===== src/hdl/lzss_window256_decoder_assert.svh =====
// Assertion macros for the LZSS 256-byte window decoder.
// Needs nothing else; the including module supplies clock and reset names.
`ifndef LZSS_WINDOW256_DECODER_ASSERT_SVH
`define LZSS_WINDOW256_DECODER_ASSERT_SVH

// Check that cons holds in the same cycle as ante.
`define LZSW_ASSERT_NOW(label, clk, rst_n, ante, cons) \
	label: assert property (@(posedge clk) disable iff (!rst_n) (ante) |-> (cons)) \
		else $error("lzsw assertion failed");

// Check that cons holds in the cycle after ante.
`define LZSW_ASSERT_NEXT(label, clk, rst_n, ante, cons) \
	label: assert property (@(posedge clk) disable iff (!rst_n) (ante) |=> (cons)) \
		else $error("lzsw assertion failed");

`endif


===== src/hdl/lzsw_pkg.sv =====
// Shared constants and controller/datapath signal groups for the LZSS decoder.
// No dependencies.
package lzsw_pkg;

	localparam int WINDOW_SIZE = 256;
	localparam int PTR_W       = $clog2(WINDOW_SIZE);
	localparam int OUT_LANES   = 4;
	localparam int LANE_IDX_W  = $clog2(OUT_LANES);
	localparam int CNT_W       = $clog2(OUT_LANES + 1);

	typedef enum logic [4:0] {
		ST_IDLE   = 5'b00001,
		ST_DECODE = 5'b00010,
		ST_RD     = 5'b00100,
		ST_WR     = 5'b01000,
		ST_EMIT   = 5'b10000
	} state_t;

	// controller -> datapath
	typedef struct packed {
		logic capture;
		logic set_flags;
		logic save_len;
		logic start_copy;
		logic put_lit;
		logic ring_rd;
		logic put_copy;
		logic emit;
		logic finish;
		logic end_stream;
	} cmd_t;

	// datapath -> controller
	typedef struct packed {
		logic flag_zero;
		logic flag_lit;
		logic awaiting;
		logic byte_zero;
		logic len_zero;
		logic remain_zero;
		logic last_put;
		logic lane_last;
		logic fill_zero;
		logic out_free;
	} sts_t;

endpackage


===== src/hdl/lzsw_in_if.sv =====
// Compressed byte channel: valid/ready handshake with one byte of payload.
// Depends on nothing.
interface lzsw_in_if;
	logic       valid;
	logic       ready;
	logic [7:0] in_byte;

	modport source (output valid, output in_byte, input ready);
	modport sink (input valid, input in_byte, output ready);
endinterface


===== src/hdl/lzsw_out_if.sv =====
// Decoded result channel: up to four bytes per word plus count and markers.
// Depends on nothing.
interface lzsw_out_if;
	logic       valid;
	logic       ready;
	logic [7:0] out_byte0;
	logic [7:0] out_byte1;
	logic [7:0] out_byte2;
	logic [7:0] out_byte3;
	logic [2:0] byte_count;
	logic       last_of_run;
	logic       stream_end;

	modport source (output valid, output out_byte0, output out_byte1, output out_byte2,
		output out_byte3, output byte_count, output last_of_run, output stream_end,
		input ready);
	modport sink (input valid, input out_byte0, input out_byte1, input out_byte2,
		input out_byte3, input byte_count, input last_of_run, input stream_end,
		output ready);
endinterface


===== src/hdl/lzss_window256_decoder.sv =====
// LZSS decoder with a 256-byte history window, top level.
// Depends on lzsw_pkg, lzsw_in_if, lzsw_out_if, lzsw_ctrl, lzsw_dpath and the assert header.
//
// Usage:
//   stream: one compressed byte per word (control, literal, length or offset).
//   result: up to four decoded bytes per word, byte_count valid lanes (unused lanes
//     are zero), last_of_run on the final word caused by an input byte, stream_end
//     on the single word a zero control byte produces.
// Sequence (no output stall):
//   control, length and zero-length copy bytes: capture, then decode; no word.
//   literal: capture, then decode and put, then the word is loaded into the result register.
//   copy of L bytes: capture and decode, then a ring read and a write back for each
//     byte, with a result load after every fourth byte and after the last. The
//     single-port history ring reads a byte in ST_RD and writes it back in ST_WR.
//   stream end: capture and decode, one word, then all state including the ring is clear.
// Reset clears the decode state, the output valid flag and the ring's per-entry
//   valid bits, so the ring reads as zero at once; no clearing pass is needed.
// A stalled receiver holds the result register; the block waits at its next
//   result load and takes no new byte until the current one is fully decoded.
module lzss_window256_decoder (
	input  logic       clk,
	input  logic       arst_n,
	lzsw_in_if.sink    stream,
	lzsw_out_if.source result
);

	lzsw_pkg::cmd_t   cmd;
	lzsw_pkg::sts_t   sts;
	lzsw_pkg::state_t state;

	// sequence the work for each byte
	lzsw_ctrl u_ctrl (
		.clk    (clk),
		.arst_n (arst_n),
		.stream (stream),
		.sts    (sts),
		.cmd    (cmd),
		.state  (state)
	);

	// hold decode state, history ring and the result register
	lzsw_dpath u_dpath (
		.clk     (clk),
		.arst_n  (arst_n),
		.in_byte (stream.in_byte),
		.cmd     (cmd),
		.sts     (sts),
		.result  (result)
	);

`include "lzss_window256_decoder_assert.svh"

	// a result load never overwrites a word the receiver has not taken
	`LZSW_ASSERT_NOW(a_emit_free, clk, arst_n, cmd.emit || cmd.end_stream, sts.out_free)
	// a ring read only happens while copy bytes remain
	`LZSW_ASSERT_NOW(a_rd_remain, clk, arst_n, cmd.ring_rd, !sts.remain_zero)
	// a new byte is taken only with the lane packer drained
	`LZSW_ASSERT_NOW(a_accept_empty, clk, arst_n,
		stream.valid && stream.ready && state == lzsw_pkg::ST_IDLE, sts.fill_zero)
	// stream end leaves the decoder expecting a control byte
	`LZSW_ASSERT_NEXT(a_end_clear, clk, arst_n, cmd.end_stream,
		sts.flag_zero && !sts.awaiting && sts.len_zero)

endmodule


===== src/hdl/lzsw_dpath.sv =====
// Datapath: decode state, history ring with valid bits, lane packer, result register.
// Depends on lzsw_pkg and lzsw_out_if.
module lzsw_dpath (
	input  logic              clk,
	input  logic              arst_n,
	input  logic [7:0]        in_byte,
	input  lzsw_pkg::cmd_t    cmd,
	output lzsw_pkg::sts_t    sts,
	lzsw_out_if.source        result
);

	logic [7:0]                    byte_q;
	logic [7:0]                    flag_q;
	logic                          await_q;
	logic [7:0]                    len_q;
	logic [lzsw_pkg::PTR_W-1:0]    wp_q;
	logic [lzsw_pkg::PTR_W-1:0]    src_q;
	logic [7:0]                    count_q;
	logic [lzsw_pkg::CNT_W-1:0]    fill_q;
	logic [7:0]                    lane_q [lzsw_pkg::OUT_LANES];
	logic [7:0]                    mem [lzsw_pkg::WINDOW_SIZE];
	logic [lzsw_pkg::WINDOW_SIZE-1:0] ring_vld_q;
	logic [7:0]                    rdata_q;
	logic                          rvalid_q;

	logic                          out_valid_q;
	logic [7:0]                    out_lane_q [lzsw_pkg::OUT_LANES];
	logic [lzsw_pkg::CNT_W-1:0]    out_count_q;
	logic                          out_last_q;
	logic                          out_end_q;

	logic                          put;
	logic [7:0]                    put_byte;
	logic [7:0]                    copy_byte;
	logic [7:0]                    flag_shr;
	logic [7:0]                    flag_adv;
	logic                          out_free;

	assign copy_byte = rvalid_q ? rdata_q : 8'h00;
	assign put       = cmd.put_lit | cmd.put_copy;
	assign put_byte  = cmd.put_lit ? byte_q : copy_byte;
	assign flag_shr  = flag_q >> 1;
	assign flag_adv  = (flag_shr <= 8'h01) ? 8'h00 : flag_shr;
	assign out_free  = !out_valid_q || result.ready;

	always_comb begin
		sts.flag_zero   = (flag_q == 8'h00);
		sts.flag_lit    = flag_q[0];
		sts.awaiting    = await_q;
		sts.byte_zero   = (byte_q == 8'h00);
		sts.len_zero    = (len_q == 8'h00);
		sts.remain_zero = (count_q == 8'h00);
		sts.last_put    = (count_q == 8'h01);
		sts.lane_last   = (fill_q == lzsw_pkg::CNT_W'(lzsw_pkg::OUT_LANES - 1));
		sts.fill_zero   = (fill_q == '0);
		sts.out_free    = out_free;
	end

	// control state
	always_ff @(posedge clk or negedge arst_n) begin
		if (!arst_n) begin
			flag_q      <= '0;
			await_q     <= 1'b0;
			len_q       <= '0;
			wp_q        <= '0;
			count_q     <= '0;
			fill_q      <= '0;
			ring_vld_q  <= '0;
			out_valid_q <= 1'b0;
		end else begin
			if (cmd.set_flags) begin
				flag_q <= (byte_q > 8'h01) ? byte_q : 8'h00;
			end
			if (cmd.save_len) begin
				len_q   <= byte_q;
				await_q <= 1'b1;
			end
			if (cmd.start_copy) begin
				count_q <= len_q;
			end
			if (cmd.put_lit) begin
				count_q <= '0;
			end
			if (cmd.put_copy) begin
				count_q <= count_q - 8'h01;
			end
			if (put) begin
				ring_vld_q[wp_q] <= 1'b1;
				wp_q             <= wp_q + 1'b1;
				fill_q           <= fill_q + 1'b1;
			end
			if (cmd.emit) begin
				fill_q <= '0;
			end
			if (cmd.finish) begin
				flag_q  <= flag_adv;
				await_q <= 1'b0;
				len_q   <= '0;
			end
			if (cmd.end_stream) begin
				flag_q     <= '0;
				await_q    <= 1'b0;
				len_q      <= '0;
				wp_q       <= '0;
				count_q    <= '0;
				fill_q     <= '0;
				ring_vld_q <= '0;
			end
			if (cmd.emit || cmd.end_stream) begin
				out_valid_q <= 1'b1;
			end else if (result.ready) begin
				out_valid_q <= 1'b0;
			end
		end
	end

	// payload and history ring
	always_ff @(posedge clk) begin
		if (cmd.capture) begin
			byte_q <= in_byte;
		end
		if (cmd.start_copy) begin
			src_q <= wp_q + byte_q;
		end
		if (cmd.put_copy) begin
			src_q <= src_q + 1'b1;
		end
		if (put) begin
			mem[wp_q]                              <= put_byte;
			lane_q[fill_q[lzsw_pkg::LANE_IDX_W-1:0]] <= put_byte;
		end
		if (cmd.ring_rd) begin
			rdata_q  <= mem[src_q];
			rvalid_q <= ring_vld_q[src_q];
		end
		if (cmd.emit) begin
			for (int i = 0; i < lzsw_pkg::OUT_LANES; i++) begin
				out_lane_q[i] <= (lzsw_pkg::CNT_W'(i) < fill_q) ? lane_q[i] : 8'h00;
			end
			out_count_q <= fill_q;
			out_last_q  <= (count_q == 8'h00);
			out_end_q   <= 1'b0;
		end
		if (cmd.end_stream) begin
			for (int i = 0; i < lzsw_pkg::OUT_LANES; i++) begin
				out_lane_q[i] <= 8'h00;
			end
			out_count_q <= '0;
			out_last_q  <= 1'b1;
			out_end_q   <= 1'b1;
		end
	end

	assign result.valid       = out_valid_q;
	assign result.out_byte0   = out_lane_q[0];
	assign result.out_byte1   = out_lane_q[1];
	assign result.out_byte2   = out_lane_q[2];
	assign result.out_byte3   = out_lane_q[3];
	assign result.byte_count  = out_count_q;
	assign result.last_of_run = out_last_q;
	assign result.stream_end  = out_end_q;

endmodule


===== src/hdl/lzsw_ctrl.sv =====
// Controller state machine: sequences decode, ring reads, byte puts and result loads.
// Depends on lzsw_pkg and lzsw_in_if.
module lzsw_ctrl (
	input  logic              clk,
	input  logic              arst_n,
	lzsw_in_if.sink           stream,
	input  lzsw_pkg::sts_t    sts,
	output lzsw_pkg::cmd_t    cmd,
	output lzsw_pkg::state_t  state
);

	lzsw_pkg::state_t state_q;
	lzsw_pkg::state_t state_d;

	assign state        = state_q;
	assign stream.ready = (state_q == lzsw_pkg::ST_IDLE);

	always_comb begin
		cmd     = '0;
		state_d = state_q;
		case (state_q)
			lzsw_pkg::ST_IDLE: begin
				if (stream.valid) begin
					cmd.capture = 1'b1;
					state_d     = lzsw_pkg::ST_DECODE;
				end
			end
			lzsw_pkg::ST_DECODE: begin
				if (sts.flag_zero) begin
					if (!sts.byte_zero) begin
						cmd.set_flags = 1'b1;
						state_d       = lzsw_pkg::ST_IDLE;
					end else if (sts.out_free) begin
						cmd.end_stream = 1'b1;
						state_d        = lzsw_pkg::ST_IDLE;
					end
				end else if (sts.flag_lit) begin
					cmd.put_lit = 1'b1;
					state_d     = lzsw_pkg::ST_EMIT;
				end else if (!sts.awaiting) begin
					cmd.save_len = 1'b1;
					state_d      = lzsw_pkg::ST_IDLE;
				end else if (sts.len_zero) begin
					cmd.finish = 1'b1;
					state_d    = lzsw_pkg::ST_IDLE;
				end else begin
					cmd.start_copy = 1'b1;
					state_d        = lzsw_pkg::ST_RD;
				end
			end
			lzsw_pkg::ST_RD: begin
				cmd.ring_rd = 1'b1;
				state_d     = lzsw_pkg::ST_WR;
			end
			lzsw_pkg::ST_WR: begin
				cmd.put_copy = 1'b1;
				state_d      = (sts.lane_last || sts.last_put) ? lzsw_pkg::ST_EMIT
					: lzsw_pkg::ST_RD;
			end
			lzsw_pkg::ST_EMIT: begin
				if (sts.out_free) begin
					cmd.emit = 1'b1;
					if (sts.remain_zero) begin
						cmd.finish = 1'b1;
						state_d    = lzsw_pkg::ST_IDLE;
					end else begin
						state_d = lzsw_pkg::ST_RD;
					end
				end
			end
			default: begin
				state_d = lzsw_pkg::ST_IDLE;
			end
		endcase
	end

	always_ff @(posedge clk or negedge arst_n) begin
		if (!arst_n) begin
			state_q <= lzsw_pkg::ST_IDLE;
		end else begin
			state_q <= state_d;
		end
	end

endmodule


===== src/flat_wrapper.sv =====
// flat-port wrapper written by rule: the top's interface ports become plain ports
module lzss_window256_decoder_flat 
  (clk, arst_n, stream_valid, stream_in_byte, stream_ready, result_valid, result_out_byte0, result_out_byte1, result_out_byte2, result_out_byte3, result_byte_count, result_last_of_run, result_stream_end, result_ready);
  lzsw_in_if stream_i ();
  lzsw_out_if result_i ();
  input  logic clk;
  input  logic arst_n;
  input wire logic [$bits(stream_i.valid)-1:0] stream_valid;
  input wire logic [$bits(stream_i.in_byte)-1:0] stream_in_byte;
  output wire logic [$bits(stream_i.ready)-1:0] stream_ready;
  output wire logic [$bits(result_i.valid)-1:0] result_valid;
  output wire logic [$bits(result_i.out_byte0)-1:0] result_out_byte0;
  output wire logic [$bits(result_i.out_byte1)-1:0] result_out_byte1;
  output wire logic [$bits(result_i.out_byte2)-1:0] result_out_byte2;
  output wire logic [$bits(result_i.out_byte3)-1:0] result_out_byte3;
  output wire logic [$bits(result_i.byte_count)-1:0] result_byte_count;
  output wire logic [$bits(result_i.last_of_run)-1:0] result_last_of_run;
  output wire logic [$bits(result_i.stream_end)-1:0] result_stream_end;
  input wire logic [$bits(result_i.ready)-1:0] result_ready;
  assign stream_i.valid = stream_valid;
  assign stream_i.in_byte = stream_in_byte;
  assign stream_ready = stream_i.ready;
  assign result_valid = result_i.valid;
  assign result_out_byte0 = result_i.out_byte0;
  assign result_out_byte1 = result_i.out_byte1;
  assign result_out_byte2 = result_i.out_byte2;
  assign result_out_byte3 = result_i.out_byte3;
  assign result_byte_count = result_i.byte_count;
  assign result_last_of_run = result_i.last_of_run;
  assign result_stream_end = result_i.stream_end;
  assign result_i.ready = result_ready;
  lzss_window256_decoder u_core (.clk(clk), .arst_n(arst_n), .stream(stream_i), .result(result_i));
endmodule

===== config.mk =====
export PLATFORM = sky130hd
export DESIGN_NAME = lzss_window256_decoder_flat
export DESIGN_NICKNAME = d
export VERILOG_FILES = /design/src/hdl/lzsw_pkg.sv /design/src/hdl/lzsw_in_if.sv /design/src/hdl/lzsw_out_if.sv /design/src/hdl/lzss_window256_decoder.sv /design/src/hdl/lzsw_dpath.sv /design/src/hdl/lzsw_ctrl.sv /design/src/flat_wrapper.sv
export VERILOG_INCLUDE_DIRS = /design/src /design/src/hdl
export SDC_FILE = /design/constraint.sdc
export NUM_CORES = 2
export LEC_CHECK = 0
export ABC_AREA = 1
export BUFFER_PORTS_ARGS = -buffer_cell sky130_fd_sc_hd__buf_2
export CELL_PAD_IN_SITES_DETAIL_PLACEMENT = 1
export CELL_PAD_IN_SITES_GLOBAL_PLACEMENT = 1
export CORE_ASPECT_RATIO = 1.5
export CORE_MARGIN = 5
export CORE_UTILIZATION = 30
export DETAILED_ROUTE_END_ITERATION = 6
export PLACE_DENSITY = 0.51
export SLEW_MARGIN = 20
export SYNTH_ARGS = -nofsm -noshare
export SYNTH_HDL_FRONTEND = slang
export SYNTH_HIERARCHICAL = 1
export SYNTH_SLANG_ARGS = --single-unit

===== constraint.sdc =====
create_clock -name clk -period 13.2 [get_ports clk]
set_input_delay 3.3 -clock clk [delete_from_list [all_inputs] [get_ports clk]]
set_output_delay 3.3 -clock clk [all_outputs]
set_load 0.005 [all_outputs]

=== Word level (Yosys, flattened, before mapping) ===
Memory sizes are Yosys's and may differ from the RTL's. A register that Yosys moved wholly into a read port is not among the register bits.
Index checks and enable logic that the tools add are counted.

* Bits in writable memories: 2112
* Input bits: 12
* Output and inout port bits: 39
* Word-level logic and storage cells: 147
* Bits in registers: 320
* Memories: 3

* Equal/unequal tests: 10
* Bitwise operators: 6
* $add $sub $neg: 5
* Reductions and logical operators: 17
* Order comparisons: 9
* Multiplexer cells: 82

{| class="wikitable"
|+ Memory list
! name !! words !! bits a word !! rd ports !! clocked after memory_dff !! wr ports !! line !! text
|-
| u_core.u_dpath.mem || 256 || 8 || 1 || 1 || 1 || lzsw_dpath.sv:21 || <nowiki>logic [7:0] mem [lzsw_pkg::WINDOW_SIZE];</nowiki>
|-
| u_core.u_dpath.lane_q || 4 || 8 || 4 || 0 || 1 || lzsw_dpath.sv:20 || <nowiki>logic [7:0] lane_q [lzsw_pkg::OUT_LANES];</nowiki>
|-
| u_core.u_dpath.out_lane_q || 4 || 8 || 4 || 0 || 4 || lzsw_dpath.sv:27 || <nowiki>logic [7:0] out_lane_q [lzsw_pkg::OUT_LANES];</nowiki>
|}

{| class="wikitable"
|+ Operators by type and width
! operator !! number
|-
| $mux 256 || 2
|-
| $or 256x256->256 || 1
|-
| $mux 8 || 25
|-
| $mux 5 || 8
|-
| $mux 1 || 33
|-
| $logic_not 8->1 || 4
|-
| $pmux 5 s5 || 1
|-
| $lt 8x9->1 const B || 2
|-
| $mux 3 || 6
|-
| $add 8x1->8 const B || 2
|-
| $reduce_bool 3->1 || 3
|-
| $add 8x8->8 || 1
|-
| $bmux 1 s8 || 1
|-
| $demux 1 s8 || 1
|-
| $eq 8x1->1 const B || 1
|-
| $ge 8x1->1 const B || 1
|-
| $gt 8x1->1 const B || 1
|-
| $sub 8x1->8 const B || 1
|-
| $le 7x1->1 const B || 1
|-
| $mux 7 || 1
|-
| $lt 1x3->1 const A || 2
|-
| $lt 2x3->1 const A || 2
|-
| $reduce_bool 2->1 || 3
|-
| $eq 5x1->1 const B || 1
|-
| other kinds (17) || 25
|}

=== Longest topological paths before layout ===
* Depth after elaboration: 10
* Gate-level depth with buffers: 20
* Gate-level depth less buffers: 15

=== Hierarchy ===
Netlist, hierarchy kept.

{| class="wikitable"
|+ Modules (own cells, without submodules)
! module !! area an instance (um^2) !! cells an instance !! times used
|-
| lzsw_dpath || 102370.7 || 9785 || 1
|-
| lzsw_ctrl || 490.5 || 80 || 1
|}

=== Worst setup path before layout ===
Ideal clock, no wire load.

* Path type: register to register
* Start: register u_core.u_dpath.flag_q[7]
* End: memory u_core.u_dpath.lane_q[0][0], data pin
* Setup time: 2.219 ns
* Arrival time: 11.220 ns
* Buffers on the path: 1
* Cell stages (with the launch flop): 10
* Slack: -0.239 ns
* Cells stage by stage: dfrtp_1 -> nor2_1 -> nand4_1 -> nor3_1 -> inv_1 -> nand2_1 -> nor2_1 -> inv_1 -> clkbuf_1 -> o21ai_0

{| class="wikitable"
|+ RTL lines
! what !! line !! text
|-
| from (decl) || lzsw_dpath.sv:13 || <nowiki>logic [7:0] flag_q;</nowiki>
|-
| from (signal assigned) || lzsw_dpath.sv:72 || <nowiki>flag_q <= (byte_q > 8'h01) ? byte_q : 8'h00;</nowiki>
|-
| from (signal assigned) || lzsw_dpath.sv:96 || <nowiki>flag_q <= flag_adv;</nowiki>
|-
| to (decl) || lzsw_dpath.sv:20 ||
|}

==> reports/metrics.cfg <==
[power]
power_leakage_nw=43.0
p_per_area_mw_per_mm2=165
cellInternalPower_w=0.0133
power_frac_clock_pct=37.0
p_comb_share_pct=17.7
p_sw_w=0.00574
ir_drop_mv=0.105
swShare_pct=30.1
power_w=0.0191
p_seq_share_pct=45.3

[sta]
fin_crit_sh_pct=42.9
fin_hold_ws_ns=0.472
finalClockSkew_ns=0.0447
finalHoldViolations=0
clock.fmax_mhz=177
max_slew.worst_pin.slew_ns=1.20
rsz0062_at_grt=false
post-route-min-period_ns=5.66
setup_ws_ns=7.54
max_slew_margin_pct=19.7
report.final.slew_viol_count=0
setup_viol_count_final=0

[worst_setup_path]
worstPathArrival_ns=6.42
crit_required_ns=13.96
crit_path_end_kind=register
critPathLaunchType=register
crit_fanout=163
crit_path_start=u_core/u_dpath/src_q[0]
crit_type=reg -> reg
reg2reg_from=u_core/u_dpath/src_q[0]

[yosys]
synthCells=9864
syn_nets=9895
ys_warn_count=6
synth_area_per_cell_um2=10.4
syn-cell-area_mm2=0.103

[clock_tree]
root_buffer=clkbuf_16
htreeDepth=4
insertion_delay_ns=0.91
cts_buffers=246
clk_pin_slew_ns=0.06
cts.sinks=2440
cts_setup_buffers=0
clk_path_buf_depth=4
cts_tree=done
cts_hold_buffers=0
cts_resized=0

[cells_and_area]
finalInstanceArea_mm2=0.115
drive_above_1_share_pct=6.12
nNetsFinal=9762
utilization_pct=33.8
area_growth_pct=12.3

[place]
post_dp_cell_area_mm2=0.108
gp_congestion=0.787
dp_hpwl_um=214000
pre_cts_ws_ns=7.23
numPortBuffers=50

[detailed_routing]
postRouteAntennaNets=0
routed_wl_um=365000
wire_per_inst_um=25.3
first_pass_iters=5
drt_iter0_markers=4601
viasPerCell=4.94
vias=71400
drcViolationCount=0

[die]
die_width_um=488
coreArea_mm2=0.342
die-area_mm2=0.355
initial_core_util_pct=30.1
fp.dieH_um=727
rows=263
io_pins=51

[global_routing]
antenna_found_initial=8
grt_start_max_net_pins=164
grt_pass1_vias=75000
grt.overflow.total=0
globalRouteTotalUtil_pct=20.2
grt_first_pass_wirelength_um=531000

[min_path]
hp-start=u_core/u_dpath/out_lane_q[1][6]
hold_class=reg -> reg

[flow_run]
drv_cap=0

[run_status]
run_status=finished clean

==> critical path, cell delays in order, from the launching register on <==
cell and delay, ns:
edfxtp_1 0.50, buf_12 0.49, buf_4 0.74, buf_4 0.61, buf_4 0.63, buf_4 0.76
nand2_1 0.11, nand2_1 0.12, nand2_1 0.06, nand2_1 0.09, nand2_1 0.05, nand2_1 0.13
inv_1 0.06, a21oi_1 0.13, nor2_1 0.09, nand2_1 0.07, nand3_1 0.24, nand2_1 0.13
==> layout by cell type (no fill, tap or decap), types with 6 or more instances in the layout <==
master,instances
nor2_2,14
clkbuf_8,29
nand4_1,11
clkinv_2,51
inv_6,6
inv_2,14
ha_1,18
o21ai_0,713
edfxtp_1,2113
buf_12,14
a21oi_1,135
o211ai_1,130
clkinv_1,44
o21ai_4,8
o22ai_1,29
nand2_1,2180
o21a_1,9
o21ai_1,51
inv_1,675
buf_2,49
dfrtp_1,297
nand3_1,682
nor2_1,2122
bufinv_16,20
clkbuf_16,249
dfxtp_1,29
nor3_1,8
clkbuf_1,58
buf_4,123
==> state kept, by name (all words and copies together), names as in the netlist, 3 cells and up <==
signal and cells:
u_core/u_dpath/mem 2048, u_core/u_dpath/ring_vld_q 256, u_core/u_dpath/lane_q 32, u_core/u_dpath/out_lane_q 32, u_core/u_dpath/byte_q 8, u_core/u_dpath/count_q 8, u_core/u_dpath/flag_q 8, u_core/u_dpath/len_q 8
u_core/u_dpath/rdata_q 8, u_core/u_dpath/src_q 8, u_core/u_dpath/wp_q 8, u_core/u_ctrl/state 5, u_core/u_dpath/fill_q 3, u_core/u_dpath/result.byte_count 3
==> metal layers <==
layer  share of wire (%)  track usage [%]  wire length (µm)
met2                  52             36.9            191000
met1                  42             24.8            152000
met5                   0                0                 0
met3                 3.0             2.07             10900
met4                 3.1             6.37             11200
==> path summary, 6_finish.rpt <==
| path | to | slack (ns) | cells past startpoint |
|---|---|---|---|
| max | u_core/u_dpath/rdata_q[2] | 7.54 | 17 |
| min | u_core/u_dpath/out_lane_q[1][6] | 0.47 | 2 |
| max reg2reg | u_core/u_dpath/rdata_q[2] | 7.54 | 17 |
| min reg2reg | u_core/u_dpath/out_lane_q[1][6] | 0.47 | 2 |
| max in group asynchronous | u_core/u_dpath/ring_vld_q[110] | 8.75 | 3 |
| min in group asynchronous | u_core/u_dpath/count_q[4] | 2.34 | 1 |
==> through the flow <==
step,instances,setup TNS (ns)
floorplan,9864,-497.11
global placement,14000,0
detailed placement,14000,0
CTS,14400,0
global route,14400,0
finish,14400,0
==> power by group through the flow <==
stage	clock (W)	combinational, W	sequential [W]
global route	0.00756	0.00370	0.00864
global placement	0	0.00341	0.00880
detailed placement	0	0.00345	0.00880
floorplan	0	0.00201	0.00889
finish	0.00706	0.00338	0.00864
CTS	0.00727	0.00346	0.00864
==> cell type report <==
cell class,count,area (µm²)
Timing Repair Buffer,188,1490
Clock buffer,336,6850
Antenna cell,4,10.0
Tap cell,4505,5640
Clock inverter,118,1080
Inverter,697,2650
Multi-Input combinational cell,6158,26300
Fill cell,37700,226000
Sequential cell,2440,71500
(Power assumes the default switching activity.)
